[config.mk]
export PLATFORM = sky130hd
export DESIGN_NAME = timed_motion_sequencer
export DESIGN_NICKNAME = d
export VERILOG_FILES = /design/src/rtl/tmseq_pkg.sv /design/src/rtl/tmseq_rom.sv /design/src/rtl/tmseq_core.sv /design/src/rtl/timed_motion_sequencer.sv
export SDC_FILE = /design/constraint.sdc
export NUM_CORES = 1
export LEC_CHECK = 0
export BUFFER_PORTS_ARGS = -buffer_cell sky130_fd_sc_hd__buf_4
export CORE_MARGIN = 8
export CORE_UTILIZATION = 37
export DETAILED_ROUTE_END_ITERATION = 12
export PLACE_DENSITY_LB_ADDON = 0.2
export SLEW_MARGIN = 30
export SYNTH_ARGS = -nofsm -noshare
export SYNTH_HDL_FRONTEND = slang
export SYNTH_HIERARCHICAL = 1
export SYNTH_SLANG_ARGS = --single-unit
export TNS_END_PERCENT = 30
[constraint.sdc]
create_clock -name clk -period 8 [get_ports clk]
set_input_delay 0.8 -clock clk [delete_from_list [all_inputs] [get_ports clk]]
set_output_delay 0.8 -clock clk [all_outputs]
set_load 0.05 [all_outputs]
[src/rtl/tmseq_pkg.sv]
`default_nettype none

package tmseq_pkg;

  // Action codes carried by each request
  localparam logic [2:0] ACT_TICK   = 3'd0;
  localparam logic [2:0] ACT_START  = 3'd1;
  localparam logic [2:0] ACT_STOP   = 3'd2;
  localparam logic [2:0] ACT_FOLD   = 3'd3;
  localparam logic [2:0] ACT_UNFOLD = 3'd4;

  typedef enum logic [2:0] {
    MODE_PENDING   = 3'd0,
    MODE_RUN       = 3'd1,
    MODE_STOPPING  = 3'd2,
    MODE_STOPPED   = 3'd3,
    MODE_FOLDING   = 3'd4,
    MODE_UNFOLDING = 3'd5
  } mode_t;

  typedef enum logic [1:0] {
    SEQ_MAIN   = 2'd0,
    SEQ_FOLD   = 2'd1,
    SEQ_UNFOLD = 2'd2
  } seq_t;

  localparam int STEP_W  = 4;
  localparam int MOTOR_W = 10;
  localparam int WORD_W  = 17;
  localparam int MS_W    = 13;

  localparam logic [WORD_W-1:0] LIGHT_BIT = 17'h10000;

  localparam int MAIN_LEN   = 14;
  localparam int FOLD_LEN   = 5;
  localparam int UNFOLD_LEN = 4;

  localparam int MAIN_IDX_W   = $clog2(MAIN_LEN);
  localparam int FOLD_IDX_W   = $clog2(FOLD_LEN);
  localparam int UNFOLD_IDX_W = $clog2(UNFOLD_LEN);

  // Longest step duration over all sequences, in milliseconds
  localparam int MAX_MS = 4500;

  localparam logic [MOTOR_W-1:0] MAIN_CMD [MAIN_LEN] = '{
    10'h000, 10'h001, 10'h004, 10'h1A4, 10'h100, 10'h002, 10'h000,
    10'h001, 10'h200, 10'h058, 10'h040, 10'h010, 10'h008, 10'h002
  };
  localparam logic [MS_W-1:0] MAIN_MS [MAIN_LEN] = '{
    13'd1000, 13'd1400, 13'd2500, 13'd1600, 13'd3000, 13'd1400, 13'd1000,
    13'd1400, 13'd4400, 13'd1600, 13'd175, 13'd120, 13'd2240, 13'd1200
  };

  localparam logic [MOTOR_W-1:0] FOLD_CMD [FOLD_LEN] = '{
    10'h000, 10'h002, 10'h068, 10'h020, 10'h040
  };
  localparam logic [MS_W-1:0] FOLD_MS [FOLD_LEN] = '{
    13'd0, 13'd100, 13'd4500, 13'd200, 13'd800
  };

  localparam logic [MOTOR_W-1:0] UNFOLD_CMD [UNFOLD_LEN] = '{
    10'h000, 10'h010, 10'h080, 10'h094
  };
  localparam logic [MS_W-1:0] UNFOLD_MS [UNFOLD_LEN] = '{
    13'd0, 13'd200, 13'd850, 13'd4500
  };

  typedef struct packed {
    logic [2:0]  action;
    logic [63:0] now_time;
  } in_t;

  typedef struct packed {
    logic [WORD_W-1:0] command_word;
    logic [2:0]        mode_after;
  } out_t;

  typedef struct packed {
    logic emit;
    out_t result;
  } step_res_t;

endpackage

`default_nettype wire

[src/rtl/tmseq_rom.sv]
`default_nettype none

module tmseq_rom #(
  parameter int unsigned TICK_FREQ = 32768
) (
  input  var tmseq_pkg::seq_t                   seq,
  input  wire logic [tmseq_pkg::STEP_W-1:0]     idx,
  output logic [tmseq_pkg::MOTOR_W-1:0]         motor,
  output logic [63:0]                           ticks
);

  localparam logic [63:0] MaxTicks =
    64'(tmseq_pkg::MAX_MS) * 64'(TICK_FREQ) / 64'd1000;
  localparam int TickW = $clog2(MaxTicks + 64'd1);

  logic [TickW-1:0] main_ticks   [tmseq_pkg::MAIN_LEN];
  logic [TickW-1:0] fold_ticks   [tmseq_pkg::FOLD_LEN];
  logic [TickW-1:0] unfold_ticks [tmseq_pkg::UNFOLD_LEN];
  logic [TickW-1:0] ticks_sel;

  // Step durations in clock ticks, settled at elaboration
  for (genvar i = 0; i < tmseq_pkg::MAIN_LEN; i++) begin : g_main
    localparam logic [63:0] T = 64'(tmseq_pkg::MAIN_MS[i]) * 64'(TICK_FREQ) / 64'd1000;
    assign main_ticks[i] = TickW'(T);
  end
  for (genvar i = 0; i < tmseq_pkg::FOLD_LEN; i++) begin : g_fold
    localparam logic [63:0] T = 64'(tmseq_pkg::FOLD_MS[i]) * 64'(TICK_FREQ) / 64'd1000;
    assign fold_ticks[i] = TickW'(T);
  end
  for (genvar i = 0; i < tmseq_pkg::UNFOLD_LEN; i++) begin : g_unfold
    localparam logic [63:0] T = 64'(tmseq_pkg::UNFOLD_MS[i]) * 64'(TICK_FREQ) / 64'd1000;
    assign unfold_ticks[i] = TickW'(T);
  end

  always_comb begin
    unique case (seq)
      tmseq_pkg::SEQ_FOLD: begin
        motor     = tmseq_pkg::FOLD_CMD[idx[tmseq_pkg::FOLD_IDX_W-1:0]];
        ticks_sel = fold_ticks[idx[tmseq_pkg::FOLD_IDX_W-1:0]];
      end
      tmseq_pkg::SEQ_UNFOLD: begin
        motor     = tmseq_pkg::UNFOLD_CMD[idx[tmseq_pkg::UNFOLD_IDX_W-1:0]];
        ticks_sel = unfold_ticks[idx[tmseq_pkg::UNFOLD_IDX_W-1:0]];
      end
      default: begin
        motor     = tmseq_pkg::MAIN_CMD[idx[tmseq_pkg::MAIN_IDX_W-1:0]];
        ticks_sel = main_ticks[idx[tmseq_pkg::MAIN_IDX_W-1:0]];
      end
    endcase
  end

  assign ticks = 64'(ticks_sel);

endmodule

`default_nettype wire

[src/rtl/tmseq_core.sv]
`default_nettype none

module tmseq_core #(
  parameter int unsigned TICK_FREQ = 32768
) (
  input  wire logic                  clk,
  input  wire logic                  rst,
  input  wire logic                  fire,
  input  var tmseq_pkg::in_t         req,
  output tmseq_pkg::step_res_t       res
);

  tmseq_pkg::mode_t                  mode;
  logic [tmseq_pkg::STEP_W-1:0]      step_index;
  logic [63:0]                       deadline;

  tmseq_pkg::mode_t                  mode_next;
  logic [tmseq_pkg::STEP_W-1:0]      step_index_next;
  logic [63:0]                       deadline_next;

  tmseq_pkg::mode_t                  mode_req;
  logic [tmseq_pkg::STEP_W-1:0]      step_req;
  logic [63:0]                       dl_req;

  tmseq_pkg::seq_t                   seq;
  logic [tmseq_pkg::STEP_W:0]        seq_len;
  logic [tmseq_pkg::STEP_W:0]        step_inc;
  logic [tmseq_pkg::STEP_W-1:0]      step_adv;
  logic [tmseq_pkg::MOTOR_W-1:0]     motor;
  logic [63:0]                       ticks;
  logic                              due;

  tmseq_rom #(.TICK_FREQ(TICK_FREQ)) u_rom (
    .seq   (seq),
    .idx   (step_adv),
    .motor (motor),
    .ticks (ticks)
  );

  // Apply the request's mode change first
  always_comb begin
    mode_req = mode;
    step_req = step_index;
    dl_req   = deadline;
    unique case (req.action)
      tmseq_pkg::ACT_START: begin
        if (mode == tmseq_pkg::MODE_STOPPED) mode_req = tmseq_pkg::MODE_PENDING;
      end
      tmseq_pkg::ACT_STOP: begin
        if (mode == tmseq_pkg::MODE_RUN) mode_req = tmseq_pkg::MODE_STOPPING;
      end
      tmseq_pkg::ACT_FOLD, tmseq_pkg::ACT_UNFOLD: begin
        if (mode == tmseq_pkg::MODE_STOPPED) begin
          mode_req = (req.action == tmseq_pkg::ACT_FOLD) ? tmseq_pkg::MODE_FOLDING
                                                         : tmseq_pkg::MODE_UNFOLDING;
          step_req = '0;
          dl_req   = '0;
        end
      end
      default: ;
    endcase
  end

  always_comb begin
    unique case (mode_req)
      tmseq_pkg::MODE_FOLDING: begin
        seq     = tmseq_pkg::SEQ_FOLD;
        seq_len = (tmseq_pkg::STEP_W+1)'(tmseq_pkg::FOLD_LEN);
      end
      tmseq_pkg::MODE_UNFOLDING: begin
        seq     = tmseq_pkg::SEQ_UNFOLD;
        seq_len = (tmseq_pkg::STEP_W+1)'(tmseq_pkg::UNFOLD_LEN);
      end
      default: begin
        seq     = tmseq_pkg::SEQ_MAIN;
        seq_len = (tmseq_pkg::STEP_W+1)'(tmseq_pkg::MAIN_LEN);
      end
    endcase
  end

  // Wrap to step 0 at or past the end of the sequence
  assign step_inc = {1'b0, step_req} + 1'b1;
  assign step_adv = (step_inc >= seq_len) ? '0 : step_inc[tmseq_pkg::STEP_W-1:0];
  assign due      = req.now_time > dl_req;

  // Run step
  always_comb begin
    mode_next                = mode_req;
    step_index_next          = step_req;
    deadline_next            = dl_req;
    res.emit                 = 1'b0;
    res.result.command_word  = {{(tmseq_pkg::WORD_W-tmseq_pkg::MOTOR_W){1'b0}}, motor};
    unique case (mode_req)
      tmseq_pkg::MODE_PENDING: begin
        step_index_next = '0;
        deadline_next   = '0;
        mode_next       = tmseq_pkg::MODE_RUN;
      end
      tmseq_pkg::MODE_RUN, tmseq_pkg::MODE_STOPPING: begin
        if (due) begin
          step_index_next = step_adv;
          deadline_next   = req.now_time + ticks;
          res.emit        = 1'b1;
          if (mode_req == tmseq_pkg::MODE_RUN) begin
            res.result.command_word = res.result.command_word | tmseq_pkg::LIGHT_BIT;
          end
        end
        if (mode_req == tmseq_pkg::MODE_STOPPING && step_index_next == '0) begin
          mode_next = tmseq_pkg::MODE_STOPPED;
        end
      end
      tmseq_pkg::MODE_FOLDING, tmseq_pkg::MODE_UNFOLDING: begin
        if (due) begin
          step_index_next = step_adv;
          deadline_next   = req.now_time + ticks;
          res.emit        = 1'b1;
          if (step_adv == '0) mode_next = tmseq_pkg::MODE_STOPPED;
        end
      end
      default: ;
    endcase
    res.result.mode_after = mode_next;
  end

  always_ff @(posedge clk) begin
    if (rst) begin
      mode       <= tmseq_pkg::MODE_STOPPED;
      step_index <= '1;
      deadline   <= '0;
    end else if (fire) begin
      mode       <= mode_next;
      step_index <= step_index_next;
      deadline   <= deadline_next;
    end
  end

endmodule

`default_nettype wire

[src/rtl/timed_motion_sequencer.sv]
`default_nettype none

// Timed motion sequencer for a small arm. Each request carries an action
// (tick, start, stop, fold, unfold) and the current absolute time in clock
// ticks. Start, stop, fold and unfold change the mode only from their
// allowed mode; the block then steps through the main, fold or unfold
// command table once the time is strictly past the current deadline, sets
// the next deadline to now_time + floor(step_ms * TICK_FREQ / 1000)
// and returns the command word (light bit 16 set while running) together
// with the mode left behind. Requests that issue no command give no result.
// Accepts one request per clock while the result slot is free or drains; a
// request passes the input register, then the result register. The core
// path is the 64-bit deadline compare and add plus a small table read; step
// durations in ticks are constants fixed by TICK_FREQ at elaboration.
module timed_motion_sequencer #(
  parameter int unsigned TICK_FREQ = 32768
) (
  input  wire logic             clk,
  input  wire logic             rst,
  input  wire logic             in_valid,
  output logic                  in_ready,
  input  var tmseq_pkg::in_t    in_data,
  output logic                  out_valid,
  input  wire logic             out_ready,
  output tmseq_pkg::out_t       out_data
);

  // Input register: holds one request until the core takes it
  tmseq_pkg::in_t        req;
  logic                  req_full;
  logic                  fire;
  tmseq_pkg::step_res_t  res;

  // The core advances when it holds a request and the result slot is free or drains this cycle
  assign fire     = req_full && (!out_valid || out_ready);
  assign in_ready = !req_full || fire;

  always_ff @(posedge clk) begin
    if (rst) begin
      req_full <= 1'b0;
    end else if (in_ready) begin
      req_full <= in_valid;
    end
  end

  // Payload: load on every accepted request, no reset needed
  always_ff @(posedge clk) begin
    if (in_valid && in_ready) begin
      req <= in_data;
    end
  end

  tmseq_core #(.TICK_FREQ(TICK_FREQ)) u_core (
    .clk  (clk),
    .rst  (rst),
    .fire (fire),
    .req  (req),
    .res  (res)
  );

  // Result register: drop the shown result once taken, load a new one
  always_ff @(posedge clk) begin
    if (rst) begin
      out_valid <= 1'b0;
    end else if (fire && res.emit) begin
      out_valid <= 1'b1;
    end else if (out_ready) begin
      out_valid <= 1'b0;
    end
  end

  always_ff @(posedge clk) begin
    if (fire && res.emit) begin
      out_data <= res.result;
    end
  end

endmodule

`default_nettype wire

==> results.toml, run 1 <==
[routing]
met1_length_um = 16000
detail_route.vias_per_cell = 5.41
metal2_wl_um = 14700
detail_route.drc_violations = 0
routed_wl_um = 32700
routed-via-count = 9946
detailroute.wirelength.met3_um = 1510
drtIter0Drc = 741
routed_wire_length_per_instance_um = 17.8
detail-route-antenna-nets = 0
top_layer = "met4"
first_pass_iters = 5

[setup_path]
crit_path_top_delay_cell = "sky130_fd_sc_hd__edfxtp_1"
path_class = "flop to flop"
critPathMostFrequentCell = "sky130_fd_sc_hd__ha_1"
worstPathArrival_ps = 7350
critical_path.max_fanout = 22
worstSetupEndpointType = "flop"
worstPathRequired_ps = 8330
crit_path_start_kind = "flop"
worst_path_largest_cell_delay_ps = 450

[die]
die_height_um = 197
fp.coreArea_um2 = 32500
dieWidth_um = 197
floorplan.die_area_um2 = 38900
placementRows = 66
pin_count = 93
initial_core_util_pct = 37.4

[clocking]
clock_latency_ps = 440
clock_tree.root_cell = "sky130_fd_sc_hd__clkbuf_16"
post_cts_resized = 0
cts_max_path_buffers = 2
numCtsBuffers = 17
cts.reportedPaths.clkPinSlew_ps = 70
cts.htree.levels = 4
cts_tree = "done"
sinks_on_the_clock_net = 160
hold_buffers = 0
post_cts_buffers = 0

[sta]
worst_slew_pin_slew_ps = 866
period_share_pct = 87.7
rsz0062_at_grt = "no"
max-slew-margin-rel_pct = 42.2
setup-tns-final_ps = 0
final-max-slew-violation-count = 0
final_period_minus_worst_setup_slack_ps = 7020
fin_worst_skew_ps = 13.1
fmax_mhz = 142
count_of_endpoints_failing_setup_in_the_final_report = 0
timing.final.hold_violations = 0

[power_and_ir_drop]
leakagePower_nw = 5.45
vdd_drop_max_mv = 0.165
power.switching_mw = 1.09
power_report.internal_total_mw = 1.82
power.switching_fraction_pct = 37.4
part_of_the_total_power_dissipated_in_the_clock_network_pct = 28.5
seq_power_share_pct = 32.5
combinationalPowerShare_pct = 39.0
power_per_cell_area_nw_per_um2 = 215

[placed_design]
port_buffers = 92
dp.final_hpwl_um = 24600
postPlaceCellArea_um2 = 13000
place_congestion = 0.871
dpl.cell_count = 1807

[finish]
post_route_cell_area_um2 = 13600
insertedDiodeCount = 0
mostFrequentLayoutCells = "sky130_fd_sc_hd__nand2_1 (145), sky130_fd_sc_hd__ha_1 (140), sky130_fd_sc_hd__a21oi_1 (115)"
final_layout_size_suffix_gt1_share_pct = 14.1
layout_commonest_cell = "sky130_fd_sc_hd__nand2_1"
syn2layout_area_growth_pct = 11.7
fin_nets = 1596
layoutNonFillerInstCount = 1839

[yosys]
synth_largest_area_cell = "sky130_fd_sc_hd__edfxtp_1"
postSynthAreaPerCell_um2 = 9.19
synth_xor_area_share_pct = 4.68
synth_seq_area_share_pct = 33.5
netlist_area_um2 = 12100
synth_enable_flop_cells = 87
proportion_of_synthesized_area_in_mux_cells_pct = 0.247
synth_top_cell_area_share_pct = 21.5
yosys_most_used_dff = "sky130_fd_sc_hd__edfxtp_1"
synth_fa_ha_area_share_pct = 14.7
synth-simple-area-share_pct = 16.5
synthDistinctLibCells = 101
synth_seq_cells = 160
synthesis.instances = 1321
post_synth_main_area_contributors = "sky130_fd_sc_hd__edfxtp_1 (22%), sky130_fd_sc_hd__ha_1 (14%), sky130_fd_sc_hd__dfxtp_1 (12%)"
synth-compound-area-share_pct = 23.8
yosys_warnings = 6
combinational_family_with_the_most_area_after_synthesis = "compound AO/OA/AOI/OAI gates"
synth-async-reset-ratio_pct = 0

[flow_run]
maxCapViolCount = 0

[global_route]
grt_max_degree = 68
grt_antenna_before_repair = 0
number_of_global_route_vias_before_repair = 9620
grt_pass1_wl_um = 52000
grt.overflow.total = 0
global_route.usage.total_pct = 16.7

[worst_hold_path]
hold_crit_path_type = "flop to flop"

[run_status]
outcome = "finished, final reports clean"
path summary, 6_finish.rpt:
| kind | from | end | slack (ps) | depth (start not counted) |
|---|---|---|---|---|
| setup reg to reg | req[64] | u_core/deadline[62] | 980 | 27 |
| hold reg to reg | u_core/deadline[25] | u_core/deadline[25] | 440 | 2 |
| setup / recovery | req[64] | u_core/deadline[62] | 980 | 27 |
| hold / removal | u_core/deadline[25] | u_core/deadline[25] | 440 | 2 |
cell usage after synthesis (14+ instances only):
cell,instances
sky130_fd_sc_hd__a22oi_1,24
sky130_fd_sc_hd__xor2_1,24
sky130_fd_sc_hd__ha_1,140
sky130_fd_sc_hd__dfxtp_1,73
sky130_fd_sc_hd__buf_4,55
sky130_fd_sc_hd__buf_2,16
sky130_fd_sc_hd__clkbuf_1,23
sky130_fd_sc_hd__edfxtp_1,87
sky130_fd_sc_hd__o21ai_1,17
sky130_fd_sc_hd__o21ai_0,61
sky130_fd_sc_hd__o21bai_1,14
sky130_fd_sc_hd__inv_1,27
sky130_fd_sc_hd__nand3_1,28
sky130_fd_sc_hd__a21oi_1,115
sky130_fd_sc_hd__nand2b_1,14
sky130_fd_sc_hd__a22o_1,26
sky130_fd_sc_hd__nand4_1,29
sky130_fd_sc_hd__nand2_1,145
sky130_fd_sc_hd__nor3_1,17
sky130_fd_sc_hd__a21o_1,43
sky130_fd_sc_hd__xnor2_1,39
sky130_fd_sc_hd__nor2_1,83
layer usage:
layer	up-vias	global-route usage, %
li1	4967	-
met1	4714	22.8
met2	240	26.6
met3	25	3.32
met4	0	4.71
met5	-	0
state kept, by name (all words and copies together), names as in the netlist:
name	count
u_core/step_index	4
out_data	20
u_core/mode	3
req	67
out_valid	1
req_full	1
u_core/deadline	64
power by group through the flow:
stage	registers [mW]	clock network (mW)	logic, mW
after global routing	0.951	0.891	1.26
final	0.947	0.829	1.14
after floorplan	0.962	0	0.873
after CTS	0.946	0.858	1.12
after global placement	0.964	0	1.11
after detailed placement	0.964	0	1.11
stage by stage:
stage | utilization (%) | hold WS [ps] | setup slack, ps | power [mW]
after floorplan | - | 415 | 1690 | 1.84
after global placement | 40.0 | 425 | 1180 | 2.08
after detailed placement | 40.0 | 433 | 967 | 2.07
after CTS | 41.8 | 444 | 901 | 2.92
after global routing | 41.8 | 467 | 296 | 3.10
final | 41.8 | 443 | 982 | 2.91
worst max-delay path, delay by kind of cell, from the launching register on:
kind            cells  cell delay, ps
buf+inv             2             430
fa+ha+maj           5            1550
flops               1             450
xor+xnor            1             170
simple gates        8            1950
compound gates     11            2360
layout make-up:
class,instances,area [um^2]
fill,3223,18900
multi-input combinational,1076,7490
sequential,160,4070
timing repair buffer,100,751
tap,442,553
clock buffer,24,532
inverter,29,109
clock inverter,8,61.3
cells by family (layout without fill, tap and decap cells):
group / after synthesis / count (layout)
buf+inv: 135 / 161
xor+xnor: 64 / 64
fa+ha+maj: 142 / 142
flops: 160 / 160
mux: 3 / 3
compound gates: 419 / 419
other cells: 2 / 52
simple gates: 396 / 396
Note: power is estimated with default switching activity, not from simulation.
==> inputs of run 2 (changes only) <==
==> constraint.sdc (replaced) <==
create_clock -name clk -period 7.5 [get_ports clk]
set_input_delay 0.75 -clock clk [delete_from_list [all_inputs] [get_ports clk]]
set_output_delay 0.75 -clock clk [all_outputs]
set_load 0.05 [all_outputs]
==> results.toml, run 2 (synthesis results as in run 1) <==
[die]
floorplan.die_area_um2 = 38900
die_height_um = 197
placementRows = 66
initial_core_util_pct = 37.4
dieWidth_um = 197
pin_count = 93
fp.coreArea_um2 = 32500

[sta]
rsz0062_at_grt = "no"
fin_worst_skew_ps = 14.2
max-slew-margin-rel_pct = 42.0
fmax_mhz = 147
setup-tns-final_ps = 0
period_share_pct = 90.5
final_period_minus_worst_setup_slack_ps = 6790
final-max-slew-violation-count = 0
timing.final.hold_violations = 0
worst_slew_pin_slew_ps = 870
count_of_endpoints_failing_setup_in_the_final_report = 0

[clocking]
cts.htree.levels = 4
cts.reportedPaths.clkPinSlew_ps = 70
sinks_on_the_clock_net = 160
post_cts_buffers = 0
cts_tree = "done"
post_cts_resized = 0
cts_max_path_buffers = 2
clock_tree.root_cell = "sky130_fd_sc_hd__clkbuf_16"
hold_buffers = 0
numCtsBuffers = 17
clock_latency_ps = 450

[routing]
routed-via-count = 9930
first_pass_iters = 6
drtIter0Drc = 756
detail-route-antenna-nets = 0
detail_route.drc_violations = 0
routed_wl_um = 32600
routed_wire_length_per_instance_um = 17.7
detail_route.vias_per_cell = 5.39

[finish]
mostFrequentLayoutCells = "sky130_fd_sc_hd__nand2_1 (145), sky130_fd_sc_hd__ha_1 (140), sky130_fd_sc_hd__a21oi_1 (115)"
multiInputGateArea_um2 = 7490
reg.largest.list = "req x67, u_core/deadline x64, out_data x20"
fin_nets = 1599
syn2layout_area_growth_pct = 11.8
fin_util_pct = 41.8
number_of_flip_flops_in_the_largest_register = 67
final_layout_size_suffix_gt1_share_pct = 14.2
seqCellArea_um2 = 4070
layout_commonest_cell = "sky130_fd_sc_hd__nand2_1"
fillerInstances = 3231
register_containing_the_most_flip_flops_in_the_final_layout = "req"
insertedDiodeCount = 0

[setup_path]
crit_path_start_kind = "flop"
path_class = "flop to flop"
worstPathArrival_ps = 7120
worstSetupEndpointType = "flop"
critical_path.max_fanout = 8
worstPathRequired_ps = 7840

[global_route]
grt.overflow.total = 0
number_of_global_route_vias_before_repair = 9832
grt_max_degree = 68
grt_pass1_wl_um = 52400
global_route.usage.total_pct = 16.8
grt_antenna_before_repair = 0

[power_and_ir_drop]
tot_pwr_mw = 3.10
leakagePower_nw = 5.47
vdd_drop_max_mv = 0.178
power_per_cell_area_nw_per_um2 = 229

[placed_design]
dp.final_hpwl_um = 24700
port_buffers = 92
place_congestion = 0.895

[worst_hold_path]
hold_crit_path_type = "flop to flop"

[flow_run]
maxCapViolCount = 0

[run_status]
outcome = "finished, final reports clean"
-- run 2: through the flow --
| step | hold WS [ps] | worst slack (ps) | cell area [um^2] | cells |
|---|---|---|---|---|
| global placement | 425 | 920 | 13000 | 1810 |
| CTS | 445 | 733 | 13600 | 1842 |
| floorplan | 415 | 1190 | 12300 | 1371 |
| detailed placement | 439 | 756 | 13000 | 1810 |
| global route | 439 | 108 | 13600 | 1842 |
| finish | 448 | 712 | 13600 | 1842 |
-- run 2: final cells by class --
class                   count  area share, %
clock buffers              21           3.63
clock inverters            11          0.645
inverters                  29          0.802
multi-input cells        1076           55.2
flip-flops and latches    160           30.0
well taps                 442           4.07
repair buffers            103           5.69
-- run 2: path summary, 6_finish.rpt --
path / slack, ps / cells past startpoint / end / from
max: 710 / 26 / u_core/deadline[50] / req[64]
min: 450 / 2 / u_core/deadline[25] / u_core/deadline[25]
max reg2reg: 710 / 26 / u_core/deadline[50] / req[64]
min reg2reg: 450 / 2 / u_core/deadline[25] / u_core/deadline[25]
-- run 2: critical path, cell delays in order (launching register included) --
cell                        delay [ps]
sky130_fd_sc_hd__edfxtp_1          450
sky130_fd_sc_hd__nor3b_2           410
sky130_fd_sc_hd__o2111ai_4         210
sky130_fd_sc_hd__o21ai_0           230
sky130_fd_sc_hd__and2_1            260
sky130_fd_sc_hd__ha_1              240
sky130_fd_sc_hd__nand2b_1          140
sky130_fd_sc_hd__maj3_1            340
sky130_fd_sc_hd__o21ai_0           100
sky130_fd_sc_hd__nand2_1           140
sky130_fd_sc_hd__nor2_1            180
sky130_fd_sc_hd__inv_2             120
sky130_fd_sc_hd__ha_1              360
sky130_fd_sc_hd__a221oi_1          400
sky130_fd_sc_hd__a21oi_1           110
sky130_fd_sc_hd__ha_1              380
sky130_fd_sc_hd__a2111oi_0         390
sky130_fd_sc_hd__o21ai_1           190
sky130_fd_sc_hd__a21oi_1           210
sky130_fd_sc_hd__nor4_1            100
sky130_fd_sc_hd__o21ai_1           360
sky130_fd_sc_hd__nand2_1           120
sky130_fd_sc_hd__a221oi_1          510
sky130_fd_sc_hd__o31a_1            240
sky130_fd_sc_hd__o21ai_0           120
sky130_fd_sc_hd__xor2_1            150
sky130_fd_sc_hd__a22o_1            200
-- run 2: power by group --
group,internal [mW],switching [mW]
combinational,0.474,0.741
clock,0.481,0.399
sequential,0.974,0.0337
-- run 2: routing by layer --
metal  vias up  routed length, um  track usage, %  part of all wire, %
met5         -                  0               0                    0
met4         0                629            5.49                  1.9
met3        30               1470            3.13                  4.5
met2       232              14800            26.9                   45
met1      4695              15700            22.5                   48
li1       4973                  -               -                    -
==> inputs of run 3 (changes only) <==
--- a/config.mk
+++ b/config.mk
@@ -13,6 +13,5 @@
 export SLEW_MARGIN = 30
 export SYNTH_ARGS = -nofsm -noshare
 export SYNTH_HDL_FRONTEND = slang
-export SYNTH_HIERARCHICAL = 1
 export SYNTH_SLANG_ARGS = --single-unit
 export TNS_END_PERCENT = 30
==> results.toml, run 3 <==
[run_status]
outcome = "finished, final reports clean"

[sta]
count_of_endpoints_failing_setup_in_the_final_report = 0
timing.final.hold_violations = 0
period_share_pct = 90.1
final-max-slew-violation-count = 0
worst_slew_pin_slew_ps = 957
setup-tns-final_ps = 0
final_period_minus_worst_setup_slack_ps = 6760
max-slew-margin-rel_pct = 36.2
fmax_mhz = 148
holdWs_ps = 463
fin_worst_skew_ps = 17.9

[placed_design]
place_congestion = 0.912
port_buffers = 86
postPlaceCellArea_um2 = 10700
dp.final_hpwl_um = 18700
dpl.cell_count = 1433

[finish]
post_route_cell_area_um2 = 11300
reg.largest.list = "req x67, u_core.deadline x64, out_data x14"
layoutNonFillerInstCount = 1467
insertedDiodeCount = 0
number_of_flip_flops_in_the_largest_register = 67
final_layout_size_suffix_gt1_share_pct = 13.3
syn2layout_area_growth_pct = 15.8
fin_nets = 1285
register_containing_the_most_flip_flops_in_the_final_layout = "req"
layout_commonest_cell = "sky130_fd_sc_hd__nand2_1"
mostFrequentLayoutCells = "sky130_fd_sc_hd__nand2_1 (138), sky130_fd_sc_hd__buf_4 (99), sky130_fd_sc_hd__ha_1 (93)"

[worst_hold_path]
hold_crit_path_type = "flop to flop"
whs_path_depth = 1

[routing]
routed_wire_length_per_instance_um = 17.6
routed-via-count = 8052
detail_route.drc_violations = 0
routed_wl_um = 25800
detail_route.vias_per_cell = 5.49
metal2_wl_um = 12200
detailroute.wirelength.met3_um = 1190
met1_length_um = 12000
drtIter0Drc = 609
detail-route-antenna-nets = 0
top_layer = "met4"
first_pass_iters = 5

[clocking]
cts_tree = "done"
cts.htree.levels = 4
clock_latency_ps = 440
cts.reportedPaths.clkPinSlew_ps = 70
sinks_on_the_clock_net = 154
cts_max_path_buffers = 2
numCtsBuffers = 17
clock_tree.root_cell = "sky130_fd_sc_hd__clkbuf_16"
hold_buffers = 0

[die]
dieWidth_um = 178
placementRows = 59
fp.coreArea_um2 = 25900
floorplan.die_area_um2 = 31700
initial_core_util_pct = 37.5
die_height_um = 178
pin_count = 93

[yosys]
synthDistinctLibCells = 78
synth_seq_cells = 154
commonest_cells_in_the_netlist = "sky130_fd_sc_hd__nand2_1 (138), sky130_fd_sc_hd__ha_1 (94), sky130_fd_sc_hd__edfxtp_1 (81)"
synth_top_cell_area_share_pct = 25.0
synth_seq_area_share_pct = 40.1
post_synth_main_area_contributors = "sky130_fd_sc_hd__edfxtp_1 (25%), sky130_fd_sc_hd__dfxtp_1 (15%), sky130_fd_sc_hd__ha_1 (12%)"
postSynthAreaPerCell_um2 = 9.30
netlist_area_um2 = 9720
synth_enable_flop_cells = 81
yosys_most_used_dff = "sky130_fd_sc_hd__edfxtp_1"
synthesis.instances = 1045
synth_largest_area_cell = "sky130_fd_sc_hd__edfxtp_1"
synth-async-reset-ratio_pct = 0
post-synth-top-count-cell = "sky130_fd_sc_hd__nand2_1"
yosys_warnings = 0

[setup_path]
path_class = "flop to flop"
worst_setup_path_startpoint = "req[64]"
worst_path_largest_cell_delay_ps = 480
worstSetupEndpointType = "flop"
worstPathArrival_ps = 7110
crit_path_end = "u_core.deadline[58]"
ff2ff_path_depth = 28
timing.rr.start = "req[64]"
crit_path_start_kind = "flop"
crit_path_top_delay_cell = "sky130_fd_sc_hd__edfxtp_1"
r2r_setup_slack_ps = 740
worstPathRequired_ps = 7850
worstReg2RegEnd = "u_core.deadline[58]"
critical_path.max_fanout = 9

[global_route]
grt_max_degree = 68
grt_antenna_before_repair = 0
grt.overflow.total = 0
global_route.usage.total_pct = 16.4
grt_pass1_wl_um = 41600
number_of_global_route_vias_before_repair = 7950

[flow_run]
maxCapViolCount = 0

[power_and_ir_drop]
leakagePower_nw = 4.17
vdd_drop_max_mv = 0.135
power_per_cell_area_nw_per_um2 = 239
## run 3: cell types whose count changed in the layout (fill, tap and decap cells not counted), sizes merged, moves of 9 or more
| cell | before | now |
|---|---|---|
| a21oi | 118 | 72 |
| conb | 52 | 6 |
| ha | 140 | 94 |
| o2bb2ai | 0 | 38 |
| o21ai | 79 | 43 |
| a21o | 45 | 13 |
| a22o | 26 | 1 |
| a22oi | 24 | 1 |
| nand3 | 30 | 53 |
| nor2 | 88 | 70 |
| o21bai | 15 | 1 |
| nor3 | 19 | 30 |
| inv | 39 | 30 |
| nand4 | 30 | 39 |
## run 3: per-layer routing
metal,GRT usage [%],up-vias
met4,5.11,0
met3,2.86,35
met1,21.2,3806
met2,27.4,184
li1,-,4027
met5,0,-
## run 3: how the worst min path moves through the flow
stage	from	endpoint	slack (ps)
global placement	u_core.deadline[63]	u_core.deadline[63]	450
finish	u_core.deadline[50]	u_core.deadline[50]	460
detailed placement	u_core.deadline[36]	u_core.deadline[36]	450
CTS	u_core.deadline[7]	u_core.deadline[7]	460
global route	in_data[53]	req[53]	460
floorplan	u_core.deadline[20]	u_core.deadline[20]	430
## run 3: cell type report
type / count / area (um^2)
Fill cell: 2521 / 14700
Multi-Input combinational cell: 821 / 5540
Sequential cell: 154 / 3890
Timing Repair Buffer: 100 / 763
Clock buffer: 20 / 447
Tap cell: 335 / 419
Clock inverter: 12 / 106
Inverter: 25 / 93.8
## run 3: repair_timing
action | CTS | global route
endpoints found under the setup margin | 0 | 17
resized for setup | 0 | 4
buffers inserted | 0 | 1
## run 3: worst max-delay path, delay by kind of cell (launching register included)
family	cells	cell delay (ps)
compound gates	9	1930
xor+xnor	1	170
fa+ha+maj	5	1490
buf+inv	2	250
flops	1	480
simple gates	11	2330
## run 3: where the power goes
part           switching (mW)  internal (mW)
clock                   0.380          0.442
combinational           0.554          0.342
sequential             0.0395          0.935
## run 3: metrics by stage
step                      utilization (%)  worst slack, ps  total power [mW]
after CTS                            43.3              637              2.70
after detailed placement             41.2              653              1.87
after global routing                 43.5            -15.9              2.85
after global placement               41.2              807              1.88
final                                43.5              740              2.69
after floorplan                         -             1320              1.64
## run 3: cells by family after synthesis
logic type	count (synthesis)	share of synthesized area, %
and+or+nand+nor	408	20.7
AOI/OAI and AO/OA	245	17.4
DFF	154	40.1
adders and majority gates	95	12.3
buffers and inverters	75	3.39
xor gates and xnor gates	59	5.32
muxes	8	0.824
other	1	0.0386
